===== config.mk =====
export PLATFORM = sky130hd
export DESIGN_NAME = pot_merge
export DESIGN_NICKNAME = d
export VERILOG_FILES = /design/src/rtl/pot_pkg.sv /design/src/rtl/pot_merge.sv
export SDC_FILE = /design/constraint.sdc
export NUM_CORES = 1
export LEC_CHECK = 0
export ABC_CLOCK_PERIOD_IN_PS = 13480
export BUFFER_PORTS_ARGS = -buffer_cell sky130_fd_sc_hd__buf_2
export CORE_AREA = 2 2 177 179
export DETAILED_ROUTE_END_ITERATION = 10
export DIE_AREA = 0 0 179 181
export GPL_TIMING_DRIVEN = 0
export PLACE_DENSITY = 0.65
export SLEW_MARGIN = 20
export SYNTH_ARGS = -nofsm -noshare
export SYNTH_HDL_FRONTEND = slang
export SYNTH_SLANG_ARGS = --single-unit

===== constraint.sdc =====
create_clock -name vclk -period 13.48
set_input_delay 0.674 -clock vclk [all_inputs]
set_output_delay 0.674 -clock vclk [all_outputs]
set_load 0.01 [all_outputs]

===== src/rtl/pot_pkg.sv =====
// ---------------------------------------------------------------------------
// pot_pkg: shared types and constants of the perceptron trainer
// Fixed point widths, configuration register indexes and the control
// and result structs passed between the lanes, the merge stage and the top.
// ---------------------------------------------------------------------------
package pot_pkg;

  // Fixed point widths
  localparam int unsigned FEAT_W  = 16;  // feature, Q8.8
  localparam int unsigned WGT_W   = 32;  // weight and bias, Q16.16
  localparam int unsigned RATE_W  = 16;  // learning rate, Q0.16
  localparam int unsigned FIU_W   = 4;   // features_in_use register
  localparam int unsigned PROD_W  = WGT_W + FEAT_W;  // exact w*x, Q24.24
  localparam int unsigned STEP_W  = RATE_W + 2 + FEAT_W;  // +/-rate * x
  localparam int unsigned DELTA_W = STEP_W - 8;  // weight step, Q10.16
  localparam int unsigned ACC_W   = PROD_W + 4;  // sum of products and bias

  // Stream packing
  localparam int unsigned IN_LANES   = 8;
  localparam int unsigned IN_DATA_W  = IN_LANES * FEAT_W;
  localparam int unsigned IN_USER_W  = 2;
  localparam int unsigned OUT_DATA_W = WGT_W;
  localparam int unsigned OUT_USER_W = 2;

  // Configuration port
  localparam int unsigned CFG_ADDR_W = 2;
  localparam int unsigned CFG_DATA_W = 16;
  localparam logic [CFG_ADDR_W-1:0] REG_LEARNING_RATE   = 2'd0;
  localparam logic [CFG_ADDR_W-1:0] REG_FEATURES_IN_USE = 2'd1;

  // Reset values of the configuration registers
  localparam logic [RATE_W-1:0] LEARNING_RATE_RST   = 16'd6554;
  localparam logic [FIU_W-1:0]  FEATURES_IN_USE_RST = 4'd2;

  // Per-lane strobes
  typedef struct packed {
    logic load;    // capture products of a new request
    logic update;  // apply the registered weight step
  } lane_ctl_t;

  // Outcome of the merge stage
  typedef struct packed {
    logic                    class_positive;
    logic                    misclassified;
    logic signed [WGT_W-1:0] score;
  } decision_t;

endpackage


===== src/rtl/pot_merge.sv =====
// ---------------------------------------------------------------------------
// pot_merge: merge stage of the lanes
// Adds the lane products and the bias into an exact Q24.24 sum, rounds it
// down to Q16.16, saturates it to 32 bits and takes the class and the
// misclassification decision.
// ---------------------------------------------------------------------------
module pot_merge #(
  parameter int unsigned NumLanes = 8
) (
  input  logic signed [pot_pkg::PROD_W-1:0] product_i [NumLanes],
  input  logic signed [pot_pkg::WGT_W-1:0]  bias_i,
  input  logic                              train_i,
  input  logic                              label_positive_i,
  output pot_pkg::decision_t                decision_o
);
  import pot_pkg::*;

  localparam int unsigned SHR_W = ACC_W - 8;

  logic signed [ACC_W-1:0] acc;
  logic signed [SHR_W-1:0] acc_shr;
  logic signed [WGT_W-1:0] score;
  logic                    overflow;
  logic                    wrong;

  // Sum of the bias (moved to Q24.24) and all lane products
  always_comb begin
    acc = ACC_W'(bias_i) <<< 8;
    for (int unsigned j = 0; j < NumLanes; j++) begin
      acc = acc + ACC_W'(product_i[j]);
    end
  end

  // Round toward minus infinity, then saturate
  always_comb begin
    acc_shr  = acc[ACC_W-1:8];
    overflow = (acc_shr[SHR_W-1:WGT_W-1] != '0) && (acc_shr[SHR_W-1:WGT_W-1] != '1);
    if (overflow) begin
      score = acc_shr[SHR_W-1] ? {1'b1, {(WGT_W-1){1'b0}}}
                               : {1'b0, {(WGT_W-1){1'b1}}};
    end else begin
      score = acc_shr[WGT_W-1:0];
    end
  end

  // label * score <= 0
  always_comb begin
    if (label_positive_i) begin
      wrong = (score <= 0);
    end else begin
      wrong = (score >= 0);
    end
  end

  assign decision_o.class_positive = (score > 0);
  assign decision_o.misclassified  = train_i && wrong;
  assign decision_o.score          = score;

endmodule


==> flow_metrics.tcl <==
set metrics [dict create \
    outcome "completed" \
    worst_hold_path_type "input port to primary output" \
    grt_max_degree 11 \
    drc 0 \
    crit_end "decision_o[21]" \
    drtIter0Drc 383 \
    area_growth_pct 21.8 \
    boundaryPins 452 \
    syn-num-nets 2235 \
    required_ps 12810 \
    grtUsageTotal 0.216 \
    start_kind "input port" \
    max_freq_mhz 129 \
    syn_area_mm2 0.0127 \
    wirelength_um 34800 \
    slowest_delay_ps 540 \
    period_needed_ps 7770 \
    post-cts-setup-buffers 0 \
    cts_resized 0 \
    path_max_fanout 10 \
    syn_inst 1430 \
    die_h_um 181 \
    start_util 0.417 \
    grt_pass1_vias 12100 \
    coreArea_mm2 0.0303 \
    wl_per_cell_um 15.3 \
    cp_cell_sequence "buf_2 -> inv_1 -> fa_1 -> inv_1 -> fa_1 -> fa_1 -> inv_1 -> fa_1 -> inv_1 -> ha_1 -> nand4_1 -> o22ai_1 -> a311oi_2 -> o211ai_2 -> nand4_1 -> a211o_1 -> a311oi_1 -> and4_1 -> a31o_1 -> buf_6 -> buf_12 -> mux2i_1 -> buf_2" \
    drv_cap 0 \
    nets 2689 \
    post-route-period-util 0.577 \
    syn_avg_cell_area_um2 8.85 \
    crit_slowest_cell "fa_1" \
    clkbuf_count 0 \
    n_fill_cell 2988 \
    hold_violations 0 \
    holdCritStartpoint "train_i" \
    rsz0062_at_grt "false" \
    worst_hold_slack_ps 1710 \
    gr-usage-met1 0.272 \
    drive_gt1_frac 0.268 \
    grt.busiest_layer "met2" \
    die_area_mm2 0.0324 \
    diodes 0 \
    die_w_um 179 \
    grt_util_met2 0.404 \
    fin_area_mm2 0.0154 \
    gp_congestion 0.912 \
    vias 11000 \
    yosys.area.top_type "fa_1" \
    via_per_inst 4.85 \
    yosys_warnings 0 \
    startpoint "product_i[149]" \
    design.seq.count 0 \
    placementRows 64 \
    worst_slew_pin_slew_ps 773 \
    synth_area_leaders "fa_1 (52%), inv_1 (15%), ha_1 (5.6%)" \
    crit_path_end_kind "primary output" \
    placed_area_mm2 0.0154 \
    finalSetupViolCount 0 \
    antenna_found_initial 1 \
    tns_ps 0 \
    yosysSeqAreaShare 0 \
    hpwlAfterDp_um 32800 \
    synth_cell_types 79 \
    cp.arrival_ps 7100 \
    cts_hold_buf 0 \
    critPathKind "input port to primary output" \
    io_buffers 452 \
    final-seq-area_um2 0 \
    ant_nets 0 \
    maxSlewHeadroom 0.479 \
    synth_top_area_frac 0.522 \
    finalMaxSlewViolations 0 \
    grt_pass1_wl_um 56500 \
    drt_pass1_iterations 5 \
    overflow 0 \
    globalRouteMet3Util 0.0179 \
]
## Yosys cell counts, types with 5 or more instances
master and n:
nand3_1 15, xnor2_1 13, ha_1 57, and4_1 5
nor4_1 8, mux2i_1 27, buf_6 5, nand2b_1 5
xor2_1 13, fa_1 330, nor2_1 39, nor3_1 17
and2_1 6, inv_1 490, o21a_1 12, o21ai_0 47
buf_2 22, a31oi_1 8, o22ai_1 5, a21oi_1 69
and3_1 9, nand4_1 33, o31ai_1 6, a21o_1 16
clkbuf_1 12, or3_1 7, nand2_1 61, a21boi_0 6
## per-stage QoR
step | util | cells | setup WS [ps]
2_1_floorplan | - | 1430 | 7060
3_3_place_gp | 0.508 | 2278 | 5760
3_5_place_dp | 0.508 | 2278 | 5690
4_1_cts | 0.508 | 2278 | 5680
5_1_grt | 0.508 | 2278 | 5310
6_report | 0.508 | 2278 | 5710
## per-layer routing
| layer | wire length (µm) | vias to the layer above | part of all wire |
|---|---|---|---|
| li1 | - | 5266 | - |
| met1 | 13700 | 5351 | 0.39 |
| met2 | 18000 | 388 | 0.52 |
| met3 | 2410 | 42 | 0.069 |
| met4 | 681 | 0 | 0.020 |
| met5 | 0 | - | 0 |
## critical path: cells and delay by family
family                   cells  cell delay [ps]
adder cells (fa/ha/maj)      5             2330
AO/OA/AOI/OAI                6             2270
buffers and inverters        8              750
AND/OR/NAND/NOR              3              720
multiplexers                 1              320
## worst min path at each step
stage	end	cells past startpoint	slack, ps
2_1_floorplan	decision_o[32]	1	1460
3_3_place_gp	decision_o[32]	3	1720
3_5_place_dp	decision_o[32]	3	1720
4_1_cts	decision_o[32]	3	1720
5_1_grt	decision_o[32]	3	1720
6_report	decision_o[32]	3	1710
## area by class of cell
| type | instances | area, µm² | area share |
|---|---|---|---|
| inverters | 490 | 1840 | 0.119 |
| well taps | 396 | 495 | 0.0321 |
| multi-input cells | 897 | 10500 | 0.684 |
| repair buffers | 452 | 2260 | 0.147 |
| plain buffers | 43 | 274 | 0.0178 |
## logic make-up after synthesis
group,share of synthesized area
buffers and inverters,0.167
adders and majority gates,0.578
AOI/OAI and AO/OA,0.121
and+or+nand+nor,0.0928
muxes,0.0231
xor gates and xnor gates,0.0180
## cells in the final DEF, fill, tap and decap left out, types with 15 or more instances in the layout
cell,instances
a21oi_1,69
nor3_1,17
inv_1,490
mux2i_1,27
nand2_1,61
buf_2,474
ha_1,57
a21o_1,16
nand4_1,33
fa_1,330
nor2_1,39
o21ai_0,47
nand3_1,15
Power is not shown: default switching activity piles up to over one toggle a cycle in this logic, so the estimate is an artifact.
