`config.mk`:
```
export PLATFORM = sky130hd
export DESIGN_NAME = pot_lane
export DESIGN_NICKNAME = d
export VERILOG_FILES = /design/src/rtl/pot_pkg.sv /design/src/rtl/pot_lane.sv
export SDC_FILE = /design/constraint.sdc
export NUM_CORES = 2
export LEC_CHECK = 0
export ABC_CLOCK_PERIOD_IN_PS = 6080
export BUFFER_PORTS_ARGS = -buffer_cell sky130_fd_sc_hd__clkbuf_2
export CORE_MARGIN = 2
export CORE_UTILIZATION = 45
export DETAILED_ROUTE_END_ITERATION = 7
export HOLD_SLACK_MARGIN = 0.02
export PLACE_DENSITY_LB_ADDON = 0.12
export SLEW_MARGIN = 20
export SYNTH_ARGS = -nofsm -noshare
export SYNTH_HDL_FRONTEND = slang
export SYNTH_SLANG_ARGS = --single-unit
```
`constraint.sdc`:
```
create_clock -name clk_i -period 6.08 [get_ports clk_i]
set_clock_uncertainty 0.15 [all_clocks]
set_input_delay 0.304 -clock clk_i [delete_from_list [all_inputs] [get_ports clk_i]]
set_output_delay 0.304 -clock clk_i [all_outputs]
set_load 0.005 [all_outputs]
```
`src/rtl/pot_pkg.sv`:
```
// ---------------------------------------------------------------------------
// pot_pkg: shared types and constants of the perceptron trainer
// Fixed point widths, configuration register indexes and the control
// and result structs passed between the lanes, the merge stage and the top.
// ---------------------------------------------------------------------------
package pot_pkg;

  // Fixed point widths
  localparam int unsigned FEAT_W  = 16;  // feature, Q8.8
  localparam int unsigned WGT_W   = 32;  // weight and bias, Q16.16
  localparam int unsigned RATE_W  = 16;  // learning rate, Q0.16
  localparam int unsigned FIU_W   = 4;   // features_in_use register
  localparam int unsigned PROD_W  = WGT_W + FEAT_W;  // exact w*x, Q24.24
  localparam int unsigned STEP_W  = RATE_W + 2 + FEAT_W;  // +/-rate * x
  localparam int unsigned DELTA_W = STEP_W - 8;  // weight step, Q10.16
  localparam int unsigned ACC_W   = PROD_W + 4;  // sum of products and bias

  // Stream packing
  localparam int unsigned IN_LANES   = 8;
  localparam int unsigned IN_DATA_W  = IN_LANES * FEAT_W;
  localparam int unsigned IN_USER_W  = 2;
  localparam int unsigned OUT_DATA_W = WGT_W;
  localparam int unsigned OUT_USER_W = 2;

  // Configuration port
  localparam int unsigned CFG_ADDR_W = 2;
  localparam int unsigned CFG_DATA_W = 16;
  localparam logic [CFG_ADDR_W-1:0] REG_LEARNING_RATE   = 2'd0;
  localparam logic [CFG_ADDR_W-1:0] REG_FEATURES_IN_USE = 2'd1;

  // Reset values of the configuration registers
  localparam logic [RATE_W-1:0] LEARNING_RATE_RST   = 16'd6554;
  localparam logic [FIU_W-1:0]  FEATURES_IN_USE_RST = 4'd2;

  // Per-lane strobes
  typedef struct packed {
    logic load;    // capture products of a new request
    logic update;  // apply the registered weight step
  } lane_ctl_t;

  // Outcome of the merge stage
  typedef struct packed {
    logic                    class_positive;
    logic                    misclassified;
    logic signed [WGT_W-1:0] score;
  } decision_t;

endpackage

```
`src/rtl/pot_lane.sv`:
```
// ---------------------------------------------------------------------------
// pot_lane: one feature lane
// Holds one weight, forms the exact product w*x and the signed weight step
// floor(+/-rate*x/256) for a new request, and applies the step with
// saturation when the merge stage reports a misclassified training sample.
// ---------------------------------------------------------------------------
module pot_lane (
  input  logic                              clk_i,
  input  logic                              rst_ni,
  input  pot_pkg::lane_ctl_t                ctl_i,
  input  logic                              enable_i,
  input  logic                              label_positive_i,
  input  logic        [pot_pkg::RATE_W-1:0] learning_rate_i,
  input  logic signed [pot_pkg::FEAT_W-1:0] feature_i,
  output logic signed [pot_pkg::PROD_W-1:0] product_o
);
  import pot_pkg::*;

  logic signed [WGT_W-1:0]   weight_q, weight_d;
  logic signed [PROD_W-1:0]  product_q, product_d;
  logic signed [DELTA_W-1:0] delta_q, delta_d;
  logic signed [RATE_W+1:0]  rate_signed;
  logic signed [STEP_W-1:0]  step_prod;
  logic signed [WGT_W:0]     weight_sum;

  // Product and step for the incoming request; idle lanes contribute zero
  always_comb begin
    rate_signed = $signed({2'b00, learning_rate_i});
    if (!label_positive_i) begin
      rate_signed = -rate_signed;
    end
    step_prod = rate_signed * feature_i;
    product_d = enable_i ? PROD_W'(weight_q * feature_i) : '0;
    delta_d   = enable_i ? step_prod[STEP_W-1:8] : '0;
  end

  // Saturating weight update
  always_comb begin
    weight_sum = {weight_q[WGT_W-1], weight_q} + (WGT_W+1)'(delta_q);
    if (weight_sum[WGT_W] != weight_sum[WGT_W-1]) begin
      weight_d = weight_sum[WGT_W] ? {1'b1, {(WGT_W-1){1'b0}}}
                                   : {1'b0, {(WGT_W-1){1'b1}}};
    end else begin
      weight_d = weight_sum[WGT_W-1:0];
    end
  end

  always_ff @(posedge clk_i or negedge rst_ni) begin
    if (!rst_ni) begin
      weight_q <= '0;
    end else if (ctl_i.update) begin
      weight_q <= weight_d;
    end
  end

  // Product and step registers
  always_ff @(posedge clk_i) begin
    if (ctl_i.load) begin
      product_q <= product_d;
      delta_q   <= delta_d;
    end
  end

  assign product_o = product_q;

endmodule

```
==> metrics.txt <==
status=complete, but fails checks; failing checks=negative setup slack; First DRT Iteration DRCs=between 1k and 1.5k; count leader, synth=inv_1; Pre-antenna DRT Iters=5; required time worst endpoint=between 6 and 7 ns; Yosys reg bits=around 110; Mapped Nets=approximately 4.8k; Total Wirelength=just under 90 mm; total track usage=roughly 24%; Placeable Area=approximately 0.076 mm2; post-route cell area=roughly 0.042 mm2; CP Capture Type=register; worst min path class=in2reg; crit path kind=reg2reg; largest net degree at the start of global routing=75; Met3 Routed Length=around 3 mm; layout cells sized above 1=21.3%; Setup Viol. Count Final=43; asr flop ratio synth=a little over 30%; count of antenna-violating nets left after detailed routing=0; # placed instances=5178; DIE HEIGHT=about 280 um; I/O pins=86; most used cell along the critical path=fa_1; cells along the critical path=buf_6 > nand2_4 > fa_1 > inv_2 > fa_1 > fa_1 > fa_1 > inv_1 > fa_1 > inv_1 > fa_1 > ha_4 > nand4_1 > or4b_4 > and2_4 > a211o_1 > a31oi_1 > buf_4 > o211a_1 > o22ai_1 > mux2_2; Final Non-Filler Cells=5272; Root Driver=clkbuf_16; Yosys cell types=67; uppermost layer routed=met5; cells taking the most area after synthesis=fa_1, inv_1, ha_1; fin. max-slew vios=0; RSZ-0062 raised after global routing=yes; crit start category=register; Mapped Area=0.0344 mm2; Storage cell area=~0.0030 mm2; Relative slew margins=roughly 43%; YS warnings=0; hpwl dp=73.5 mm; top_reg_cell synth=edfxtp_1; slowest CP cell=fa_1; TritonCTS Buffers=9; first-pass GRT wire length=150 mm; Seq/Total Area, Yosys=between 8 and 9%; Die ar.=0.0787 mm2; top cell type by total area after synthesis=fa_1; die width=around 280 um; Data arrival, critical path=approximately 6.7 ns; wl on met1=approximately 38 mm; synthesis-to-layout area growth=21.4%; DR vias=26.5k; Longest Clk Path Bufs=2; final hold vios=0; setup ws final=-0.593 ns; Fmax=roughly 150 MHz; Min Clock Period, post-route=around 6.7 ns; Vias/cell=between 5 and 6; initial core utilization=45.4%; final core occ=between 50% and 60%; H-tree depth=3; Fill cells=7141; CTS tree=built; post-DR wirelength/cell=around 17 um; Post-Syn Area per Cell=9.05 um2; post-synthesis instance total=3804; # DRC=0; dpl cell area=roughly 0.040 mm2; num rows=between 100 and 150; clk sinks=106; initial antenna violation count=3; Tightest Pin Transition=about 0.85 ns; number of global-route vias before repair=slightly below 30k; multi-input logic area=0.0287 mm2; top cells by count, synth=inv_1, fa_1, nand2_1, and2_1, ha_1; max cap viols=0; post-layout net count=around 5.3k; Placement Setup Slack=-1.22 ns; GPL Wtd Cong=a little under 0.9; fin crit share=110%; CP max stage delay=0.58 ns; Clk Latency, worst-skew pair=around 0.40 ns; clock transition at the registers of the reported paths=0.09 ns; met2 wire len=roughly 45 mm; share of the synthesized area in the top cell type=between 40% and 50%; EDFF count, synth=74; Port Buffers=85; grt ovf=0; Crit Path Max Fanout=6
registers in the layout (all words and copies together) (netlist names):
signal	flops
product_o	48
delta_q	26
weight_q	32
worst max-delay path: cells and delay by family, from the launching register on:
family,cells,cell delay [ns]
buffers and inverters,5,0.47
and+or+nand+nor,4,0.86
adders and majority gates,7,3.38
DFF,1,0.52
muxes,1,0.29
AOI/OAI and AO/OA,4,0.73
placed cells by master, fill, tap and decap left out, types with 10 or more instances in the layout:
cell / Yosys / final
a21o_1: 60 / 60
fa_1: 776 / 767
inv_2: 0 / 25
and2_4: 0 / 14
buf_12: 0 / 18
dfrtp_1: 32 / 18
nand3_1: 12 / 11
nand2_1: 520 / 486
xnor2_1: 64 / 56
o22ai_1: 12 / 12
nand4_1: 14 / 14
buf_4: 0 / 483
and3_1: 14 / 13
inv_1: 899 / 874
a21oi_2: 0 / 16
o21ai_0: 73 / 56
o2bb2ai_1: 20 / 20
and2_1: 316 / 302
o21bai_1: 11 / 11
ha_1: 230 / 200
o21ai_1: 4 / 10
edfxtp_1: 74 / 74
buf_6: 1 / 57
nand2_4: 0 / 14
nor2_1: 97 / 92
o21a_1: 15 / 15
nand2b_1: 32 / 31
xor2_1: 36 / 33
ha_4: 0 / 25
nand2_2: 0 / 20
a21oi_1: 131 / 102
nor3_2: 1 / 10
a21oi_4: 0 / 13
dfrtp_2: 0 / 14
clkbuf_2: 0 / 80
nor3_1: 39 / 25
a31oi_1: 21 / 11
layer usage:
metal	GRT usage [%]	up-vias
li1	-	12400
met1	31.1	13600
met2	43.4	411
met3	2.90	94
met4	5.44	4
met5	0	-
stage by stage:
stage	hold slack [ns]	TNS [ns]
after CTS	0.252	-14.18
after global placement	0.287	-34.95
final	0.219	-17.81
after floorplan	-0.142	-10.86
after global routing	0.230	-27.99
after detailed placement	0.293	-36.64
timing repair:
| action | CTS | global route |
|---|---|---|
| setup buffers | 45 | 33 |
| resized for setup | 167 | 127 |
| setup endpoints to repair | 51 | 54 |
| cloned | 1 | 0 |
| pin swaps | 91 | 109 |
| endpoints found under the hold margin | 32 | 0 |
| hold buffers | 1 | 0 |
cell type report:
type,instances,area share (%)
Clock inverter,7,0.168
Timing Repair Buffer,645,12.3
Inverter,899,8.07
Sequential cell,106,7.28
Antenna cell,2,0.0120
Clock buffer,9,0.539
Tap cell,978,2.93
Multi-Input combinational cell,2626,68.7
cells by family (layout without fill, tap and decap cells):
| logic type | count (synthesis) | count (layout) | share of synthesized area (%) |
|---|---|---|---|
| fa+ha+maj | 1006 | 1006 | 53.5 |
| mux | 12 | 12 | 0.371 |
| other cells | 0 | 2 | 0 |
| compound gates | 415 | 415 | 7.75 |
| simple gates | 1093 | 1093 | 15.3 |
| flops | 106 | 106 | 8.78 |
| xor+xnor | 100 | 100 | 2.54 |
| buf+inv | 1072 | 1560 | 11.7 |
final timing paths:
check / from / slack [ns] / cells past startpoint / endpoint
min in group asynchronous: rst_ni / 0.38 / 2 / weight_q[31]
setup reg to reg: weight_q[9] / -0.59 / 21 / product_o[47]
max in group asynchronous: rst_ni / 4.80 / 2 / weight_q[17]
hold / removal: ctl_i[1] / 0.22 / 1 / product_o[19]
hold reg to reg: weight_q[17] / 0.51 / 2 / weight_q[17]
setup / recovery: weight_q[9] / -0.59 / 21 / product_o[47]
Power is left out: the tool's default activity adds up to more than one toggle a clock period on the data nets, which glitch-free logic cannot reach.
